[config.mk]
export PLATFORM = sky130hd
export DESIGN_NAME = plit_queue
export DESIGN_NICKNAME = d
export VERILOG_FILES = /design/src/hdl/plit_pkg.sv /design/src/hdl/plit_queue.sv
export SDC_FILE = /design/constraint.sdc
export NUM_CORES = 1
export LEC_CHECK = 0
export ABC_AREA = 1
export BUFFER_PORTS_ARGS = -buffer_cell sky130_fd_sc_hd__buf_2
export CORE_ASPECT_RATIO = 1.25
export CORE_MARGIN = 2
export CORE_UTILIZATION = 28
export CTS_BUF_LIST = sky130_fd_sc_hd__clkbuf_8
export CTS_CLUSTER_DIAMETER = 30
export DETAILED_ROUTE_END_ITERATION = 8
export SLEW_MARGIN = 20
export SYNTH_ARGS = -nofsm -noshare
export SYNTH_HDL_FRONTEND = slang
export SYNTH_SLANG_ARGS = --single-unit
[constraint.sdc]
create_clock -name clk -period 3.1 [get_ports clk]
set_input_delay 0 -clock clk [delete_from_list [all_inputs] [get_ports clk]]
set_output_delay 0 -clock clk [all_outputs]
set_load 0.02 [all_outputs]
[src/hdl/plit_pkg.sv]
// ---------------------------------------------------------------------------
// plit_pkg
// shared constants, types and codes of the price level imbalance table
// ---------------------------------------------------------------------------
package plit_pkg;

  localparam int LEVELS  = 1024;
  localparam int SLOT_W  = $clog2(LEVELS);
  localparam int TICK_W  = 24;
  localparam int VOL_W   = 16;
  localparam int TOT_W   = 32;
  localparam int THR_W   = 8;
  localparam int QDEPTH  = 2;
  localparam int QPTR_W  = $clog2(QDEPTH);

  localparam logic [THR_W-1:0] THR_RESET = THR_W'(29);

  // register indexes
  localparam logic CFG_BASE_TICK = 1'b0;
  localparam logic CFG_THRESHOLD = 1'b1;

  typedef enum logic [1:0] {
    KIND_ADD   = 2'd0,
    KIND_CLEAR = 2'd1,
    KIND_OOR   = 2'd2
  } kind_t;

  typedef struct packed {
    kind_t             kind;
    logic [SLOT_W-1:0] slot;
    logic [VOL_W-1:0]  bid;
    logic [VOL_W-1:0]  ask;
  } item_t;

  typedef struct packed {
    logic [TOT_W-1:0] bid_total;
    logic [TOT_W-1:0] ask_total;
    logic             buy;
    logic             sell;
    logic             oor;
  } result_t;

  localparam int ROW_W = 2 * TOT_W + 2;

endpackage

[src/hdl/plit_queue.sv]
// ---------------------------------------------------------------------------
// plit_queue
// short queue of classified words between front and back
// ---------------------------------------------------------------------------
module plit_queue (
  input  logic            clk,
  input  logic            rst_n,
  input  logic            wr_en,
  input  plit_pkg::item_t wr_item,
  output logic            full,
  input  logic            rd_en,
  output plit_pkg::item_t rd_item,
  output logic            not_empty
);

  plit_pkg::item_t                mem_r [plit_pkg::QDEPTH];
  logic [plit_pkg::QPTR_W-1:0]    wp_r, wp_nxt, rp_r, rp_nxt;
  logic [plit_pkg::QPTR_W:0]      cnt_r, cnt_nxt;
  logic                           do_wr, do_rd;

  assign full      = (cnt_r == (plit_pkg::QPTR_W+1)'(plit_pkg::QDEPTH));
  assign not_empty = (cnt_r != '0);
  assign do_wr     = wr_en && !full;
  assign do_rd     = rd_en && not_empty;
  assign rd_item   = mem_r[rp_r];

  always_comb begin
    wp_nxt  = do_wr ? wp_r + 1'b1 : wp_r;
    rp_nxt  = do_rd ? rp_r + 1'b1 : rp_r;
    cnt_nxt = cnt_r + (plit_pkg::QPTR_W+1)'(do_wr) - (plit_pkg::QPTR_W+1)'(do_rd);
  end

  always_ff @(posedge clk) begin
    if (!rst_n) begin
      wp_r  <= '0;
      rp_r  <= '0;
      cnt_r <= '0;
    end else begin
      wp_r  <= wp_nxt;
      rp_r  <= rp_nxt;
      cnt_r <= cnt_nxt;
    end
    if (do_wr) begin
      mem_r[wp_r] <= wr_item;
    end
  end

endmodule

==> results of run 1 <==
stage by stage:
| stage | instance area, um^2 | power [uW] |
|---|---|---|
| 2_1_floorplan | 3630 | 2530 |
| 3_3_place_gp | 4230 | 2770 |
| 3_5_place_dp | 4230 | 2790 |
| 4_1_cts | 4930 | 3770 |
| 5_1_grt | 4930 | 3890 |
| 6_report | 4930 | 3700 |
synth_stat cells, drive strengths merged:
master	n
edfxtp	88
mux2	44
inv	9
ha	2
nor2	8
a21oi	2
nand3	3
dfxtp	5
buf	5
nand2	9
timing repair:
item,4_1_cts,5_1_grt
hold buffers,47,0
buffers inserted,0,0
hold endpoints to repair,93,0
power breakdown:
part	switching [uW]	leakage [uW]	internal [uW]	total, uW
clock network	390	0.000117	525	914
registers	143	0.000864	1600	1740
logic	540	0.000979	503	1040
total	1070	0.00196	2620	3700
metal layers:
layer / vias to the layer above / wire length [um]
met5: - / 0
met4: 0 / 130
met3: 15 / 361
met2: 62 / 3370
met1: 962 / 2560
li1: 956 / -
logic make-up after synthesis:
group	synth area share
compound gates	0.00276
flops	0.756
fa+ha+maj	0.00690
simple gates	0.0217
buf+inv	0.0345
mux	0.178
registers in the layout, summed over array words and instances (netlist names), named ones only:
register / flops
cnt_r: 2
rp_r: 1
mem_r: 88
wp_r: 1
area by class of cell:
type / instances / area (um^2)
Fill cell: 1198 / 7730
Clock buffer: 9 / 124
Tap cell: 168 / 210
Clock inverter: 7 / 105
Sequential cell: 93 / 2750
Inverter: 9 / 33.8
Multi-Input combinational cell: 68 / 767
Timing Repair Buffer: 141 / 943
worst max-delay path, stage by stage, from the launching register on:
cell and delay (ns):
dfxtp_1 0.36, inv_1 0.06, nand2_1 0.12, nand2_1 0.13, nor2_4 0.40, buf_4 0.46
final timing paths:
check | from | endpoint | slack [ns] | cells past startpoint
worst max-delay path | cnt_r[0] | mem_r[0][30] | 1.21 | 5
worst min-delay path | wr_item[28] | mem_r[0][28] | 0.37 | 2
worst max register to register | cnt_r[0] | mem_r[0][30] | 1.21 | 5
worst min register to register | rp_r | rp_r | 0.53 | 2
==> qor.yml, run 1 <==
global_routing:
  use_met3: 0.0303
  grt.busiest_layer: "met2"
  track_usage: 0.0958
  grt_max_degree: 45
  grt_use_met2: 0.167
  antenna_found_initial: 0
  grt-ovfl-total: 0
  grt_pass1_vias: 2078
  grt_first_pass_wirelength_mm: 10.1
  met1_usage: 0.102
yosys:
  synth_seq_cells: 93
  synth_largest_area_cell: "edfxtp_1"
  yosysSeqAreaShare: 0.756
  synth_area_um2: 3630
  ys_top_cells_by_area: "edfxtp_1, mux2_4, dfxtp_1, buf_12, mux2_2"
  syn_area_per_cell_um2: 20.7
  ys_types: 12
  synth_cells: 175
  yosys_warnings: 0
  synth_fp_nets: 225
  yosysTopAreaCellShare: 0.729
detailed_routing:
  drtAntennaViolNets: 0
  drt-total-wl_mm: 6.42
  drtPass1Iterations: 5
  via_count: 1995
  post_drt_wl_per_cell_um: 13.0
  route.detailed.drc: 0
  vias_per_cell: 4.03
  drt_first_iter_violations: 38
pwr:
  powerDensity_nw_per_um2: 750
  p_leak_uw: 0.00196
  peakVddDrop_mv: 0.417
floorplanning:
  die-area_um2: 13900
  ios: 94
  die-width_um: 106
  die_y_um: 131
  rows: 46
  initial_core_util: 0.286
  core_um2: 12700
finish:
  area_growth_pct: 35.9
  nNetsFinal: 372
  fin_util: 0.389
  final_cell_mix: "buf_2, edfxtp_1, dlygate4sd3_1"
  final_cells: 495
  drive_above_1_share: 0.468
  num_antenna_cells: 0
  final_common_cell: "buf_2"
place:
  dp.cells: 432
  gp_congestion: 0.716
  port_buffers: 93
  dp_slack_ns: 1.15
cts:
  cts.sinks: 93
  cts_inserted_buffers: 9
  h-tree-depth: 3
  cts.path.max_buffers: 2
  cts_resized: 0
  cts_tree: "built"
  clk_latency_ns: 0.35
  clkTransAtPathRegs_ns: 0.08
  root_buffer: "clkbuf_8"
worst_setup_path:
  cp-start-kind: "register"
  crit_fanout: 29
  crit_type: "reg2reg"
  cp.required_ns: 3.11
  cp.arrival_ns: 1.90
  endpoint_kind: "register"
sta:
  slew_violations: 0
  hold_slack_ns: 0.366
  fin_ws_ns: 1.21
  rsz0062_at_grt: "false"
  period_minus_slack_ns: 1.89
  period_share: 0.609
  worst_pin_slew_ns: 1.03
  max_freq_mhz: 530
  finClkSkew_ns: 0.00782
  setup_viol: 0
  tns_ns: 0
  max-slew-margin-rel: 0.312
  hold_violations: 0
status:
  outcome: "completed"
min_path:
  holdCritPathClass: "in2reg"
job:
  drv_cap: 0
(Power assumes the default switching activity.)
==> run 2, diff against run 1 <==
==> constraint.sdc (replaced) <==
create_clock -name clk -period 1.52 [get_ports clk]
set_input_delay 0 -clock clk [delete_from_list [all_inputs] [get_ports clk]]
set_output_delay 0 -clock clk [all_outputs]
set_load 0.02 [all_outputs]
==> run 2 against run 1 <==
Clock power grew 72%. Via count is essentially flat. Sequential power grew 94%. Die area is the same. Cell count grew 0.81%. First-iteration DRC count grew 45%. Non-clock buffer count grew 4. Routed wire length shrank 1.2%. Critical path type is now reg2out. Highest routed layer unchanged.
==> qor.yml, run 2 (same netlist as run 1, synthesis figures left out) <==
worst_setup_path:
  crit_type: "reg2out"
  crit_fanout: 22
  cp-start-kind: "register"
  cp.required_ns: 1.52
  endpoint_kind: "output port"
  cp.arrival_ns: 1.47
global_routing:
  grt_pass1_vias: 2037
  grt-ovfl-total: 0
  grt_max_degree: 45
  grt_first_pass_wirelength_mm: 9.88
  antenna_found_initial: 0
  track_usage: 0.0941
finish:
  largest_register: "mem_r"
  drive_above_1_share: 0.505
  fin_area_um2: 5020
  largest_reg_flops: 88
  num_antenna_cells: 0
  final_common_cell: "buf_2"
  area_growth_pct: 38.4
  nNetsFinal: 376
  final_cell_mix: "buf_2, edfxtp_1, dlygate4sd3_1"
  top_regs: "mem_r x88, cnt_r x2"
sta:
  rsz0062_at_grt: "true"
  finClkSkew_ns: 0.00714
  worst_pin_slew_ns: 0.272
  fin_ws_ns: 0.0514
  max_freq_mhz: 681
  slew_violations: 0
  hold_slack_ns: 0.368
  max-slew-margin-rel: 0.819
  tns_ns: 0
  period_share: 0.966
  hold_violations: 0
  period_minus_slack_ns: 1.47
  setup_viol: 0
cts:
  clkTransAtPathRegs_ns: 0.08
  clk_latency_ns: 0.35
  cts_inserted_buffers: 9
  root_buffer: "clkbuf_8"
  cts.sinks: 93
  cts_tree: "built"
  cts.path.max_buffers: 2
  h-tree-depth: 3
floorplanning:
  ios: 94
  die-area_um2: 13900
  rows: 46
  die_y_um: 131
  die-width_um: 106
  initial_core_util: 0.286
  core_um2: 12700
detailed_routing:
  via_count: 1994
  route.detailed.drc: 0
  drtPass1Iterations: 4
  drt_first_iter_violations: 55
  vias_per_cell: 4.00
  post_drt_wl_per_cell_um: 12.7
  drt-total-wl_mm: 6.34
  drtAntennaViolNets: 0
pwr:
  intPower_uw: 5160
  total_power_uw: 7440
  p_sw_frac: 0.306
  p_seq_frac: 0.454
  p_leak_uw: 0.00198
  clockPowerShare: 0.211
  peakVddDrop_mv: 0.695
  combPwrFrac: 0.335
  powerDensity_nw_per_um2: 1480
  power_switching_uw: 2270
place:
  placed_area_um2: 4340
  dp_slack_ns: 0.0580
  dp_hpwl_mm: 4.22
  port_buffers: 93
  gp_congestion: 0.633
status:
  outcome: "completed"
job:
  drv_cap: 0
min_path:
  holdCritPathClass: "in2reg"
## run 2: power groups by stage
stage          logic, uW  clock network, uW  registers [uW]
3_3_place_gp        2390                  0            3420
5_1_grt             2680               1740            3410
4_1_cts             2530               1640            3390
3_5_place_dp        2430                  0            3450
2_1_floorplan       1800                  0            3410
6_report            2490               1570            3380
## run 2: per-stage QoR
stage           util  cells
2_1_floorplan      -    175
3_3_place_gp   0.343    436
3_5_place_dp   0.343    436
4_1_cts        0.395    499
5_1_grt        0.396    499
6_report       0.396    499
## run 2: final timing paths
path / startpoint / end / slack (ns) / depth (start not counted)
setup / recovery: register / rd_item[39] / 0.05 / 3
setup reg to reg: cnt_r[0] / cnt_r[1] / 0.08 / 10
hold reg to reg: rp_r / rp_r / 0.52 / 2
hold / removal: wr_item[11] / mem_r[0][11] / 0.37 / 2
## run 2: layout make-up
cell class | instances | area [um^2]
tap | 168 | 210
multi-input combinational | 68 | 797
inverter | 9 | 37.5
timing repair buffer | 145 | 1040
fill | 1190 | 7640
clock buffer | 9 | 124
sequential | 93 | 2750
clock inverter | 7 | 66.3
## run 2: layer usage
metal | GRT usage | up-vias | routed length, um
met2 | 0.167 | 53 | 3410
met4 | 0.0439 | 0 | 128
met1 | 0.0985 | 973 | 2480
met3 | 0.0327 | 9 | 321
met5 | 0 | - | 0
li1 | - | 959 | -
## run 2: timing repair
action	CTS	global route
hold buffers	47	0
endpoints found under the setup margin	0	4
resized for setup	0	4
endpoints found under the hold margin	93	0
buffers inserted	0	0
## run 2: critical path, cell delays in order (launching register included)
cell and delay [ns]:
dfxtp_4 0.38, buf_12 0.21, mux2_2 0.36, buf_2 0.16
==> run 3, diff against run 2 <==
--- a/config.mk
+++ b/config.mk
@@ -13,6 +13,7 @@
 export CTS_BUF_LIST = sky130_fd_sc_hd__clkbuf_8
 export CTS_CLUSTER_DIAMETER = 30
 export DETAILED_ROUTE_END_ITERATION = 8
+export RECOVER_POWER = 25
 export SLEW_MARGIN = 20
 export SYNTH_ARGS = -nofsm -noshare
 export SYNTH_HDL_FRONTEND = slang
==> run 3 against run 2 <==
Critical path depth unchanged. Total power is essentially flat. First-iteration DRC count rose by 1.8%. Combinational power about the same. Core utilization is 0.19 points lower. Count of clock-buffer cells in the layout did not move. Clock power is essentially flat. Global-route usage unchanged. Clock skew about the same. Sequential power about the same. Sequential share of layout area is 0.26 points higher. Largest cell class unchanged. Highest routed layer unchanged.
==> qor.yml, run 3 (same netlist as run 1, synthesis figures left out) <==
floorplanning:
  die_y_um: 131
  die-area_um2: 13900
  ios: 94
  die-width_um: 106
  rows: 46
  initial_core_util: 0.286
  core_um2: 12700
pwr:
  intPower_uw: 5160
  clockPowerShare: 0.211
  total_power_uw: 7430
  combPwrFrac: 0.334
  p_leak_uw: 0.00192
  p_sw_frac: 0.306
  power_switching_uw: 2280
  p_seq_frac: 0.455
  peakVddDrop_mv: 0.695
  powerDensity_nw_per_um2: 1490
sta:
  rsz0062_at_grt: "true"
  slew_violations: 0
  max_freq_mhz: 681
  hold_violations: 0
  finClkSkew_ns: 0.00712
  setup_viol: 0
  tns_ns: 0
  period_share: 0.966
  period_minus_slack_ns: 1.47
  worst_pin_slew_ns: 0.272
  max-slew-margin-rel: 0.819
worst_setup_path:
  endpoint_kind: "output port"
  cp.required_ns: 1.52
  cp-start-kind: "register"
  critical_path.top_delay_family: "flip-flops"
  cp.arrival_ns: 1.47
  crit_buf_inv: 2
  crit_chain: "buf_12 -> mux2_2 -> buf_2"
  slowest_delay_ns: 0.38
  crit_fanout: 22
  cp_slowest_cell: "dfxtp_4"
  crit_type: "reg2out"
finish:
  num_antenna_cells: 0
  final_common_cell: "edfxtp_1"
  fin_util: 0.395
  area_growth_pct: 37.7
  drive_above_1_share: 0.447
  nNetsFinal: 376
  final_cell_mix: "edfxtp_1, buf_2, dlygate4sd3_1"
  largest_reg_flops: 88
  top_regs: "mem_r x88, cnt_r x2"
  largest_register: "mem_r"
detailed_routing:
  drt-total-wl_mm: 6.34
  post_drt_wl_per_cell_um: 12.7
  drt_first_iter_violations: 56
  via_count: 1988
  drtAntennaViolNets: 0
  route.detailed.drc: 0
  vias_per_cell: 3.98
  drtPass1Iterations: 4
cts:
  clkTransAtPathRegs_ns: 0.08
  cts_tree: "built"
  clk_latency_ns: 0.35
  cts.path.max_buffers: 2
  cts.sinks: 93
  h-tree-depth: 3
  cts_inserted_buffers: 9
  root_buffer: "clkbuf_8"
global_routing:
  grt_max_degree: 45
  grt-ovfl-total: 0
  grt_first_pass_wirelength_mm: 9.88
  antenna_found_initial: 0
  track_usage: 0.0941
  grt_pass1_vias: 2037
status:
  outcome: "completed"
place:
  port_buffers: 93
  gp_congestion: 0.633
  dp_hpwl_mm: 4.22
job:
  drv_cap: 0
min_path:
  holdCritPathClass: "in2reg"
run 3: changes by cell type in the layout (fill, tap and decap cells not counted), sizes merged:
cell,before,now
buf,98,79
clkbuf,9,28
run 3: worst paths after layout:
path	start	endpoint	slack, ns	cells past startpoint
worst max-delay path	register	rd_item[39]	0.05	3
worst min-delay path	wr_item[11]	mem_r[0][11]	0.37	2
worst max register to register	cnt_r[0]	cnt_r[1]	0.08	10
worst min register to register	rp_r	rp_r	0.52	2
run 3: final cells by class:
cell class	count	area, um^2
inverters	9	37.5
well taps	168	210
clock buffers	9	124
repair buffers	145	1010
flip-flops and latches	93	2750
fillers	1205	7670
multi-input cells	68	797
clock inverters	7	66.3
run 3: stage by stage:
step | instances | setup WS (ns) | hold WS, ns | area, um^2
4_1_cts | 499 | 0.00730 | 0.336 | 5000
5_1_grt | 499 | -0.0155 | 0.349 | 5000
6_report | 499 | 0.0514 | 0.368 | 5000
3_5_place_dp | 436 | 0.0580 | 0.192 | 4340
2_1_floorplan | 175 | -0.0721 | 0.0934 | 3660
3_3_place_gp | 436 | 0.105 | 0.190 | 4340
run 3: what timing repair did:
| action | CTS | global route |
|---|---|---|
| gates resized for setup | 0 | 4 |
| endpoints found under the hold margin | 93 | 0 |
| hold buffers | 47 | 0 |
| buffers inserted | 0 | 0 |
| setup endpoints to repair | 0 | 4 |
run 3: power groups by stage:
stage | registers, uW | clock network (uW) | logic (uW)
2_1_floorplan | 3410 | 0 | 1800
3_3_place_gp | 3420 | 0 | 2390
3_5_place_dp | 3450 | 0 | 2430
4_1_cts | 3390 | 1640 | 2530
5_1_grt | 3410 | 1740 | 2670
6_report | 3380 | 1570 | 2480
run 3: routing by layer:
| metal | vias up | track usage | routed length (um) |
|---|---|---|---|
| met5 | - | 0 | 0 |
| met3 | 9 | 0.0327 | 326 |
| li1 | 958 | - | - |
| met1 | 966 | 0.0985 | 2490 |
| met2 | 55 | 0.167 | 3400 |
| met4 | 0 | 0.0439 | 128 |
