### src/hdl/plit_pkg.sv
// ---------------------------------------------------------------------------
// plit_pkg
// shared constants, types and codes of the price level imbalance table
// ---------------------------------------------------------------------------
package plit_pkg;

  localparam int LEVELS  = 1024;
  localparam int SLOT_W  = $clog2(LEVELS);
  localparam int TICK_W  = 24;
  localparam int VOL_W   = 16;
  localparam int TOT_W   = 32;
  localparam int THR_W   = 8;
  localparam int QDEPTH  = 2;
  localparam int QPTR_W  = $clog2(QDEPTH);

  localparam logic [THR_W-1:0] THR_RESET = THR_W'(29);

  // register indexes
  localparam logic CFG_BASE_TICK = 1'b0;
  localparam logic CFG_THRESHOLD = 1'b1;

  typedef enum logic [1:0] {
    KIND_ADD   = 2'd0,
    KIND_CLEAR = 2'd1,
    KIND_OOR   = 2'd2
  } kind_t;

  typedef struct packed {
    kind_t             kind;
    logic [SLOT_W-1:0] slot;
    logic [VOL_W-1:0]  bid;
    logic [VOL_W-1:0]  ask;
  } item_t;

  typedef struct packed {
    logic [TOT_W-1:0] bid_total;
    logic [TOT_W-1:0] ask_total;
    logic             buy;
    logic             sell;
    logic             oor;
  } result_t;

  localparam int ROW_W = 2 * TOT_W + 2;

endpackage

### src/hdl/plit_front.sv
// ---------------------------------------------------------------------------
// plit_front
// classifies an incoming word: new bar, out of window, or add to a slot
// ---------------------------------------------------------------------------
module plit_front (
  input  logic                        in_command,
  input  logic [plit_pkg::TICK_W-1:0] in_price_tick,
  input  logic [plit_pkg::VOL_W-1:0]  in_bid_volume,
  input  logic [plit_pkg::VOL_W-1:0]  in_ask_volume,
  input  logic [plit_pkg::TICK_W-1:0] base_tick,
  output plit_pkg::item_t             item
);

  logic [plit_pkg::TICK_W:0] diff;
  logic                      oor;

  always_comb begin
    diff = {1'b0, in_price_tick} - {1'b0, base_tick};
    // borrow out means tick below base
    oor  = diff[plit_pkg::TICK_W] ||
           (diff[plit_pkg::TICK_W-1:0] >= plit_pkg::TICK_W'(plit_pkg::LEVELS));
    item.slot = diff[plit_pkg::SLOT_W-1:0];
    item.bid  = in_bid_volume;
    item.ask  = in_ask_volume;
    if (in_command) begin
      item.kind = plit_pkg::KIND_CLEAR;
    end else if (oor) begin
      item.kind = plit_pkg::KIND_OOR;
    end else begin
      item.kind = plit_pkg::KIND_ADD;
    end
  end

endmodule

### config.mk
export PLATFORM = sky130hd
export DESIGN_NAME = plit_front
export DESIGN_NICKNAME = d
export VERILOG_FILES = /design/src/hdl/plit_pkg.sv /design/src/hdl/plit_front.sv
export SDC_FILE = /design/constraint.sdc
export NUM_CORES = 1
export LEC_CHECK = 0
export ABC_CLOCK_PERIOD_IN_PS = 10200
export CORE_ASPECT_RATIO = 0.6
export CORE_MARGIN = 2
export CORE_UTILIZATION = 65
export DETAILED_ROUTE_END_ITERATION = 10
export DONT_BUFFER_PORTS = 1
export PLACE_DENSITY = 0.92
export SLEW_MARGIN = 20
export SYNTH_ARGS = -nofsm -noshare
export SYNTH_HDL_FRONTEND = slang
export SYNTH_SLANG_ARGS = --single-unit
### constraint.sdc
create_clock -name vclk -period 10.2
set_input_delay 2.04 -clock vclk [all_inputs]
set_output_delay 2.04 -clock vclk [all_outputs]
set_load 0.01 [all_outputs]
==> results by group, run 1 <==
Outcome
  • Status: completed

Yosys
  • Ranking of synthesized cells by area: ha_1 18%, buf_4 15%, inv_1 6.6%
  • Syn Nets: between 300 and 400
  • Adder-cell share of the synthesized area: 0.188
  • Mux share of post-synthesis cell area: 0
  • Syn. warnings: 0
  • Most frequent cell after synthesis: buf_4
  • Synth Cell Area: approximately 1700 um2
  • Synth top area share: 0.176
  • Synth Area in Simple Gates: 0.227
  • Seq/Total Area, Yosys: 0
  • Yosys cell types: between 50 and 60
  • Post-synthesis compound-gate area fraction: 0.282
  • Synth area leader: ha_1
  • Most frequent cells after synthesis: 34 x buf_4, 30 x inv_1, 24 x ha_1
  • Xor/xnor cell area share of the yosys netlist: 0.0719
  • Gate Count Post-Synth: around 250
  • Syn_area_per_cell: 6.90 um2
  • Largest family of logic cells by synthesized area: compound AO/OA/AOI/OAI gates

Floorplan
  • Die area: a little over 3000 um2
  • Core Region: approximately 2500 um2
  • Starting Density: 0.681
  • Die X: about 70 um
  • FP Rows: 14
  • Die Height: approximately 44 um
  • IO Count: approximately 130

Global routing
  • Layer with the highest usage: met1
  • Initial antenna violation count: 0
  • Met2 usage: 0.350
  • Met3 Track Usage GR: 0.0465
  • Overflow after GRT: 0
  • Pin count of the biggest net entering global routing: 11
  • Met1 Usage GRT: 0.364
  • Wire length of the first global-routing pass: 6140 um
  • Number of global-route vias before repair: about 1300
  • Total GRT Usage: 0.236

Clock tree
  • Post-cts resize count: 0
  • Setup bufs post-CTS: 0
  • Hold_buf cts: 0

Layout
  • Fin area: ~1500 um2
  • Syn-to-layout area delta: -14.2%
  • Layout net count: around 310
  • Num sequential: 0
  • Final core utilization: 0.584
  • Share of layout cells above drive strength 1: 0.0437
  • ANT cells: 0
  • # clk buffers: 0
  • Non-filler cells, final: 238
  • Fill cells: around 240
  • Sequential Area: 0 um2

Worst setup path
  • CP endpoint kind: primary output
  • Crit Path Class: in -> out
  • Cell mode on critical path: inv_1
  • CP peak stage delay: roughly 0.4 ns
  • Worst setup SP type: input port
  • Worst path required time: approximately 8.2 ns
  • Capture point of the worst path: item[43]
  • Worst Setup SP: in_price_tick[0]
  • Worst path arrival time: around 4.7 ns
  • Crit path cell chain: inv_1, ha_1, inv_1, fa_1, a211oi_1, o211ai_1, a41oi_1, xor2_1, o2111ai_1, or3_1, a2111oi_2, a31oi_1
  • CP Max Fanout: 3
  • Crit-path slowest cell: fa_1

Timing
  • RSZ-0062 raised after global routing: false
  • Fin Hold WS: 4.08 ns
  • Slew at the pin closest to its max-slew limit: 0.545 ns
  • Post-route minimum period: approximately 6.8 ns
  • Slew margin rel.: 0.633
  • Fmax: around 150 MHz
  • Final setup viols: 0
  • Final worst path period share: 0.663
  • Final hold violation count: 0
  • Final setup TNS: 0 ns
  • Max-slew violations: 0

Run
  • Max-Cap Viols: 0

Placement
  • Port-buffer cells: 0
  • DP Area: 1460 um2
  • Post-Place Cells: 238
  • Detailed Place HPWL: around 3200 um
  • Gpl congestion: 1.03

Power
  • Sequential share of power: 0
  • LEAKAGE: 0.000701 uW
  • Combinational share of power: 1.000
  • Clock share of power: 0
  • P_int: 37.8 uW
  • Switching Share: 0.603
  • Peak supply drop: approximately 0.000034 V
  • Switch Pwr: between 50 and 60 uW
  • Pwr/cell area: 65.0 nW/um2

Routing
  • DRT iter0 DRCs: about 130
  • Final ANT Viol Nets: 0
  • Post-route DRC: 0
  • Vias: approximately 1600
  • Routed WL: about 3700 um
  • Wirelength per Cell: 15.5 um
  • DR pass1 iterations: 4
  • Vias per std cell: 6.56

Worst hold path
  • Worst hold path class: in -> out
-- per-layer routing --
metal	vias up	wire [um]
met1	676	1790
met2	101	1430
met3	6	431
li1	778	-
met5	-	0
met4	0	27
-- cell type report --
type / count / area, um2 / area share
Inverter: 30 / 113 / 0.0769
Multi-Input combinational cell: 176 / 1310 / 0.896
Tap cell: 32 / 40.0 / 0.0274
-- cells by family (layout without fill, tap and decap cells) --
family,after synthesis,in the layout
AO/OA/AOI/OAI,71,71
buffers and inverters,71,30
AND/OR/NAND/NOR,66,66
adder cells (fa/ha/maj),25,25
XOR/XNOR,14,14
-- worst max-delay path: cells and delay by family --
family,cells,cell delay (ns)
AND/OR/NAND/NOR,1,0.33
AO/OA/AOI/OAI,6,1.51
adder cells (fa/ha/maj),2,0.56
buffers and inverters,2,0.09
XOR/XNOR,1,0.19
-- through the flow --
step | setup slack (ns) | total power [uW]
2_1_floorplan | 3.74 | 91.5
3_3_place_gp | 3.52 | 91.3
3_5_place_dp | 3.49 | 93.2
4_1_cts | 3.49 | 93.6
5_1_grt | 3.28 | 106
6_report | 3.43 | 95.2
-- power by group through the flow --
stage                     registers [uW]  logic, uW  clock network, uW
final                                  0       95.2                  0
after CTS                              0       93.6                  0
after floorplan                        0       91.5                  0
after detailed placement               0       93.2                  0
after global placement                 0       91.3                  0
after global routing                   0        106                  0
-- worst min path at each step --
stage	endpoint	depth (start not counted)	slack [ns]	startpoint
final	item[10]	0	4.08	in_ask_volume[10]
after global routing	item[10]	0	4.08	in_ask_volume[10]
after CTS	item[16]	0	4.08	in_bid_volume[0]
after detailed placement	item[16]	0	4.08	in_bid_volume[0]
after global placement	item[16]	0	4.08	in_bid_volume[0]
after floorplan	item[43]	1	4.12	in_command
-- layout by cell type (no fill, tap or decap), drive strengths merged, types with 4 or more instances in the layout --
cell	count
a21o	9
a21oi	18
a31oi	5
ha	24
inv	30
nand2	13
nand3	4
nor2	11
nor2b	4
nor3	5
o2111ai	4
o211ai	5
o21ai	11
or3	5
xnor2	5
xor2	9
No activity file was read; power rests on OpenSTA's default activity.
==> inputs of run 2 (changes only) <==
--- a/config.mk
+++ b/config.mk
@@ -5,7 +5,7 @@
 export SDC_FILE = /design/constraint.sdc
 export NUM_CORES = 1
 export LEC_CHECK = 0
-export ABC_CLOCK_PERIOD_IN_PS = 10200
+export ABC_CLOCK_PERIOD_IN_PS = 7100
 export CORE_ASPECT_RATIO = 0.6
 export CORE_MARGIN = 2
 export CORE_UTILIZATION = 65
==> constraint.sdc (replaced) <==
create_clock -name vclk -period 7.1
set_input_delay 1.42 -clock vclk [all_inputs]
set_output_delay 1.42 -clock vclk [all_outputs]
set_load 0.01 [all_outputs]
==> run 2 against run 1 <==
  * Critical path type unchanged
  * Via count increased by 1.8%
  * Cell count unchanged
  * Combinational power grew 45%
  * Critical path depth stayed put
  * Setup slack worse by 1.9 ns
  * Utilization is the same
  * Largest power group unchanged
  * Count of clock-buffer cells in the layout unchanged
  * Sequential share of layout area is the same
  * Worst hold slack lost 1.2 ns
  * Flip-flop and latch count did not move
  * Routed wire length up 2.9%
==> results by group, run 2 (synthesized netlist as in run 1, its figures left out) <==
Timing
  • Final worst path period share: 0.783
  • RSZ-0062 raised after global routing: false
  • Slew margin rel.: 0.641
  • Post-route minimum period: between 5 and 6 ns
  • Fmax: around 180 MHz
  • Slew at the pin closest to its max-slew limit: 0.534 ns
  • Final setup viols: 0
  • Final setup TNS: 0 ns
  • Final hold violation count: 0
  • Max-slew violations: 0

Power
  • Sequential share of power: 0
  • P_int: ~54 uW
  • Peak supply drop: just under 0.00005 V
  • Pwr/cell area: roughly 94 nW/um2
  • Clock share of power: 0
  • Combinational share of power: 1.000
  • Switch Pwr: roughly 84 uW
  • Switching Share: 0.606
  • LEAKAGE: 0.000701 uW

Floorplan
  • Die Height: 43.7 um
  • Die area: slightly above 3000 um2
  • FP Rows: 14
  • Starting Density: 0.681
  • Die X: between 70 and 80 um
  • Core Region: 2500 um2
  • IO Count: roughly 130

Routing
  • Routed WL: between 3000 and 4000 um
  • Vias per std cell: 6.68
  • DRT iter0 DRCs: 206
  • Final ANT Viol Nets: 0
  • Vias: ~1600
  • Wirelength per Cell: roughly 16 um
  • DR pass1 iterations: 4
  • Post-route DRC: 0

Placement
  • Detailed Place HPWL: approximately 3200 um
  • Port-buffer cells: 0
  • Gpl congestion: 1.03

Clock tree
  • Hold_buf cts: 0
  • Post-cts resize count: 0
  • Setup bufs post-CTS: 0

Global routing
  • Overflow after GRT: 0
  • Number of global-route vias before repair: about 1400
  • Initial antenna violation count: 0
  • Pin count of the biggest net entering global routing: 11
  • Total GRT Usage: 0.243
  • Wire length of the first global-routing pass: 6300 um

Layout
  • ANT cells: 0
  • Commonest non-fill, non-tap cells in the layout: 30 x inv_1, 24 x ha_1, 18 x a21oi_1
  • Layout net count: between 300 and 400
  • Syn-to-layout area delta: -14.2%
  • Most common cell after layout, fill and taps aside: inv_1
  • Num sequential: 0
  • Share of layout cells above drive strength 1: 0.0437
  • # clk buffers: 0
  • Sequential Area: 0 um2
  • Final core utilization: 0.584

Worst setup path
  • Crit Path Class: in -> out
  • CP endpoint kind: primary output
  • Worst path required time: about 5.7 ns
  • CP Max Fanout: 3
  • Worst setup SP type: input port
  • Worst path arrival time: 4.14 ns

Worst hold path
  • Hold Path Stages: 0
  • Worst hold path class: in -> out
  • Hold EP: item[10]
  • HP Start: in_ask_volume[10]

Outcome
  • Status: completed

Run
  • Max-Cap Viols: 0
-- run 2: cell counts in the layout (fill, tap and decap cells not counted) --
No cell type changed its count.
-- run 2: per-stage QoR --
stage | hold WS (ns) | power, uW | worst slack (ns) | area [um2] | cells
final | 2.84 | 138 | 1.54 | 1460 | 238
after global placement | 2.84 | 131 | 1.66 | 1460 | 238
after floorplan | 2.88 | 131 | 1.88 | 1710 | 247
after global routing | 2.84 | 152 | 1.37 | 1460 | 238
after CTS | 2.84 | 135 | 1.59 | 1460 | 238
after detailed placement | 2.84 | 134 | 1.59 | 1460 | 238
-- run 2: worst max-delay path by stage --
stage / from / end / slack (ns) / cells past startpoint
after floorplan: in_price_tick[0] / item[43] / 1.88 / 12
after global placement: in_price_tick[0] / item[43] / 1.66 / 12
after detailed placement: in_price_tick[0] / item[43] / 1.59 / 12
after CTS: in_price_tick[0] / item[43] / 1.59 / 12
after global routing: in_price_tick[0] / item[43] / 1.37 / 12
final: in_price_tick[0] / item[43] / 1.54 / 12
-- run 2: power groups by stage --
stage / combinational, uW / clock [uW] / sequential [uW]
global placement: 131 / 0 / 0
CTS: 135 / 0 / 0
detailed placement: 134 / 0 / 0
floorplan: 131 / 0 / 0
global route: 152 / 0 / 0
finish: 138 / 0 / 0
-- run 2: layout make-up --
cell class | count | area, um2
well taps | 32 | 40.0
multi-input cells | 176 | 1310
fillers | 248 | 1040
inverters | 30 | 113
-- run 2: worst max-delay path, cell delays in order --
cell       delay [ns]
inv_1            0.03
ha_1             0.16
inv_1            0.06
fa_1             0.41
a211oi_1         0.35
o211ai_1         0.20
a41oi_1          0.36
xor2_1           0.19
o2111ai_1        0.11
or3_1            0.33
a2111oi_2        0.31
a31oi_1          0.21
-- run 2: metal layers --
layer	wire length (um)	vias to the layer above	global-route usage
met4	35	0	0.0346
met1	1840	700	0.374
li1	-	774	-
met3	454	8	0.0395
met5	0	-	0
met2	1450	107	0.362
==> inputs of run 3 (changes only) <==
--- a/config.mk
+++ b/config.mk
@@ -5,10 +5,10 @@
 export SDC_FILE = /design/constraint.sdc
 export NUM_CORES = 1
 export LEC_CHECK = 0
-export ABC_CLOCK_PERIOD_IN_PS = 7100
+export ABC_CLOCK_PERIOD_IN_PS = 4450
 export CORE_ASPECT_RATIO = 0.6
 export CORE_MARGIN = 2
-export CORE_UTILIZATION = 65
+export CORE_UTILIZATION = 62
 export DETAILED_ROUTE_END_ITERATION = 10
 export DONT_BUFFER_PORTS = 1
 export PLACE_DENSITY = 0.92
==> constraint.sdc (replaced) <==
create_clock -name vclk -period 4.45
set_input_delay 0.89 -clock vclk [all_inputs]
set_output_delay 0.89 -clock vclk [all_outputs]
set_load 0.01 [all_outputs]
==> run 3 against run 2 <==
  * Critical path depth did not move
  * Via count rose by 5.5%
  * Die area rose by 4.5%
  * Setup slack got worse by 1.4 ns
==> results by group, run 3 (synthesized netlist as in run 1, its figures left out) <==
Worst setup path
  • Worst path required time: 3.56 ns
  • CP endpoint kind: primary output
  • Worst setup SP type: input port
  • CP Max Fanout: 3
  • Crit Path Class: in -> out
  • Worst path arrival time: about 3.5 ns

Power
  • P_int: ~90 uW
  • LEAKAGE: between 0.0007 and 0.0008 uW
  • Sequential share of power: 0
  • Switch Pwr: 141 uW
  • Pwr/cell area: 153 nW/um2
  • Peak supply drop: around 0.000075 V
  • Combinational share of power: 1.000
  • Total Power: approximately 230 uW
  • Switching Share: 0.606
  • Clock share of power: 0

Timing
  • Post-route minimum period: about 4.3 ns
  • Slew at the pin closest to its max-slew limit: 0.667 ns
  • Final setup TNS: 0 ns
  • Slew margin rel.: 0.552
  • Final worst path period share: 0.976
  • Fin Hold WS: between 1.5 and 2 ns
  • RSZ-0062 raised after global routing: false
  • Final hold violation count: 0
  • Max-slew violations: 0
  • Final setup viols: 0
  • Fmax: ~230 MHz

Layout
  • Most common cell after layout, fill and taps aside: inv_1
  • Syn-to-layout area delta: -10.6%
  • # clk buffers: 0
  • Share of layout cells above drive strength 1: 0.0762
  • Layout net count: roughly 320
  • Commonest non-fill, non-tap cells in the layout: 30 x inv_1, 24 x ha_1, 18 x a21oi_1
  • ANT cells: 0
  • Num sequential: 0
  • Fill cells: roughly 250
  • Area of the multi-input gates: 1340 um2
  • Final core utilization: 0.596
  • Fin area: between 1500 and 2000 um2
  • Sequential Area: 0 um2

Routing
  • Vias per std cell: 6.93
  • Final ANT Viol Nets: 0
  • DRT iter0 DRCs: about 270
  • Routed WL: between 4000 and 5000 um
  • Vias: ~1700
  • Wirelength per Cell: between 15 and 20 um
  • DR pass1 iterations: 5
  • Post-route DRC: 0

Floorplan
  • Die area: roughly 3200 um2
  • IO Count: roughly 130
  • Core Region: ~2600 um2
  • Starting Density: 0.667
  • Die Height: 44.6 um
  • Die X: 71.7 um
  • FP Rows: 14

Global routing
  • Total GRT Usage: 0.242
  • Overflow after GRT: 0
  • Wire length of the first global-routing pass: roughly 6300 um
  • Pin count of the biggest net entering global routing: 11
  • Initial antenna violation count: 0
  • Number of global-route vias before repair: between 1000 and 1500

Placement
  • Detailed Place HPWL: ~3500 um
  • Port-buffer cells: 0
  • DP Area: 1480 um2
  • Gpl congestion: ~1.1

Clock tree
  • Hold_buf cts: 0

Outcome
  • Status: completed

Run
  • Max-Cap Viols: 0

Worst hold path
  • Hold Path Stages: 0
  • Hold EP: item[10]
  • HP Start: in_ask_volume[10]
  • Worst hold path class: in -> out
[run 3: changes by cell type in the layout (fill, tap and decap cells not counted), sizes merged]
cell,delta
buf,+4
[run 3: timing repair]
item / in CTS / in global routing
pin swaps: 0 / 4
resized for setup: 1 / 3
endpoints found under the setup margin: 1 / 1
setup buffers: 0 / 2
[run 3: per-layer routing]
metal  up-vias  share of wire  track usage
met2       142           0.39        0.372
met3        22           0.14       0.0524
li1        786              -            -
met4         0          0.028       0.0491
met5         -              0            0
met1       726           0.44        0.348
[run 3: layout make-up]
| cell class | count | area share |
|---|---|---|
| inverter | 30 | 0.0738 |
| multi-input combinational | 176 | 0.880 |
| tap | 32 | 0.0263 |
| timing repair buffer | 4 | 0.0197 |
[run 3: how the worst max path moves through the flow]
stage / startpoint / endpoint / slack [ns] / cells after the start
floorplan: in_price_tick[0] / item[43] / 0.29 / 12
detailed placement: in_price_tick[0] / item[43] / -0.05 / 12
global route: in_price_tick[0] / item[43] / 0.006 / 12
finish: in_price_tick[0] / item[43] / 0.11 / 12
CTS: in_price_tick[0] / item[43] / 0.03 / 12
global placement: in_price_tick[0] / item[43] / 0.11 / 12
[run 3: per-stage QoR]
stage / worst slack (ns) / instances
2_1_floorplan: 0.288 / 247
3_3_place_gp: 0.110 / 240
3_5_place_dp: -0.0452 / 240
4_1_cts: 0.0333 / 240
5_1_grt: 0.00588 / 242
6_report: 0.106 / 242
[run 3: power by group through the flow]
| stage | logic (uW) | registers, uW | clock network [uW] |
|---|---|---|---|
| 3_3_place_gp | 211 | 0 | 0 |
| 3_5_place_dp | 218 | 0 | 0 |
| 6_report | 233 | 0 | 0 |
| 4_1_cts | 220 | 0 | 0 |
| 5_1_grt | 256 | 0 | 0 |
| 2_1_floorplan | 210 | 0 | 0 |
[run 3: worst max-delay path: stages]
cell       delay (ns)
inv_1            0.04
ha_1             0.16
inv_1            0.06
fa_1             0.41
a211oi_2         0.26
o211ai_1         0.18
a41oi_2          0.29
xor2_1           0.19
o2111ai_1        0.11
or3_1            0.38
a2111oi_4        0.31
a31oi_2          0.17
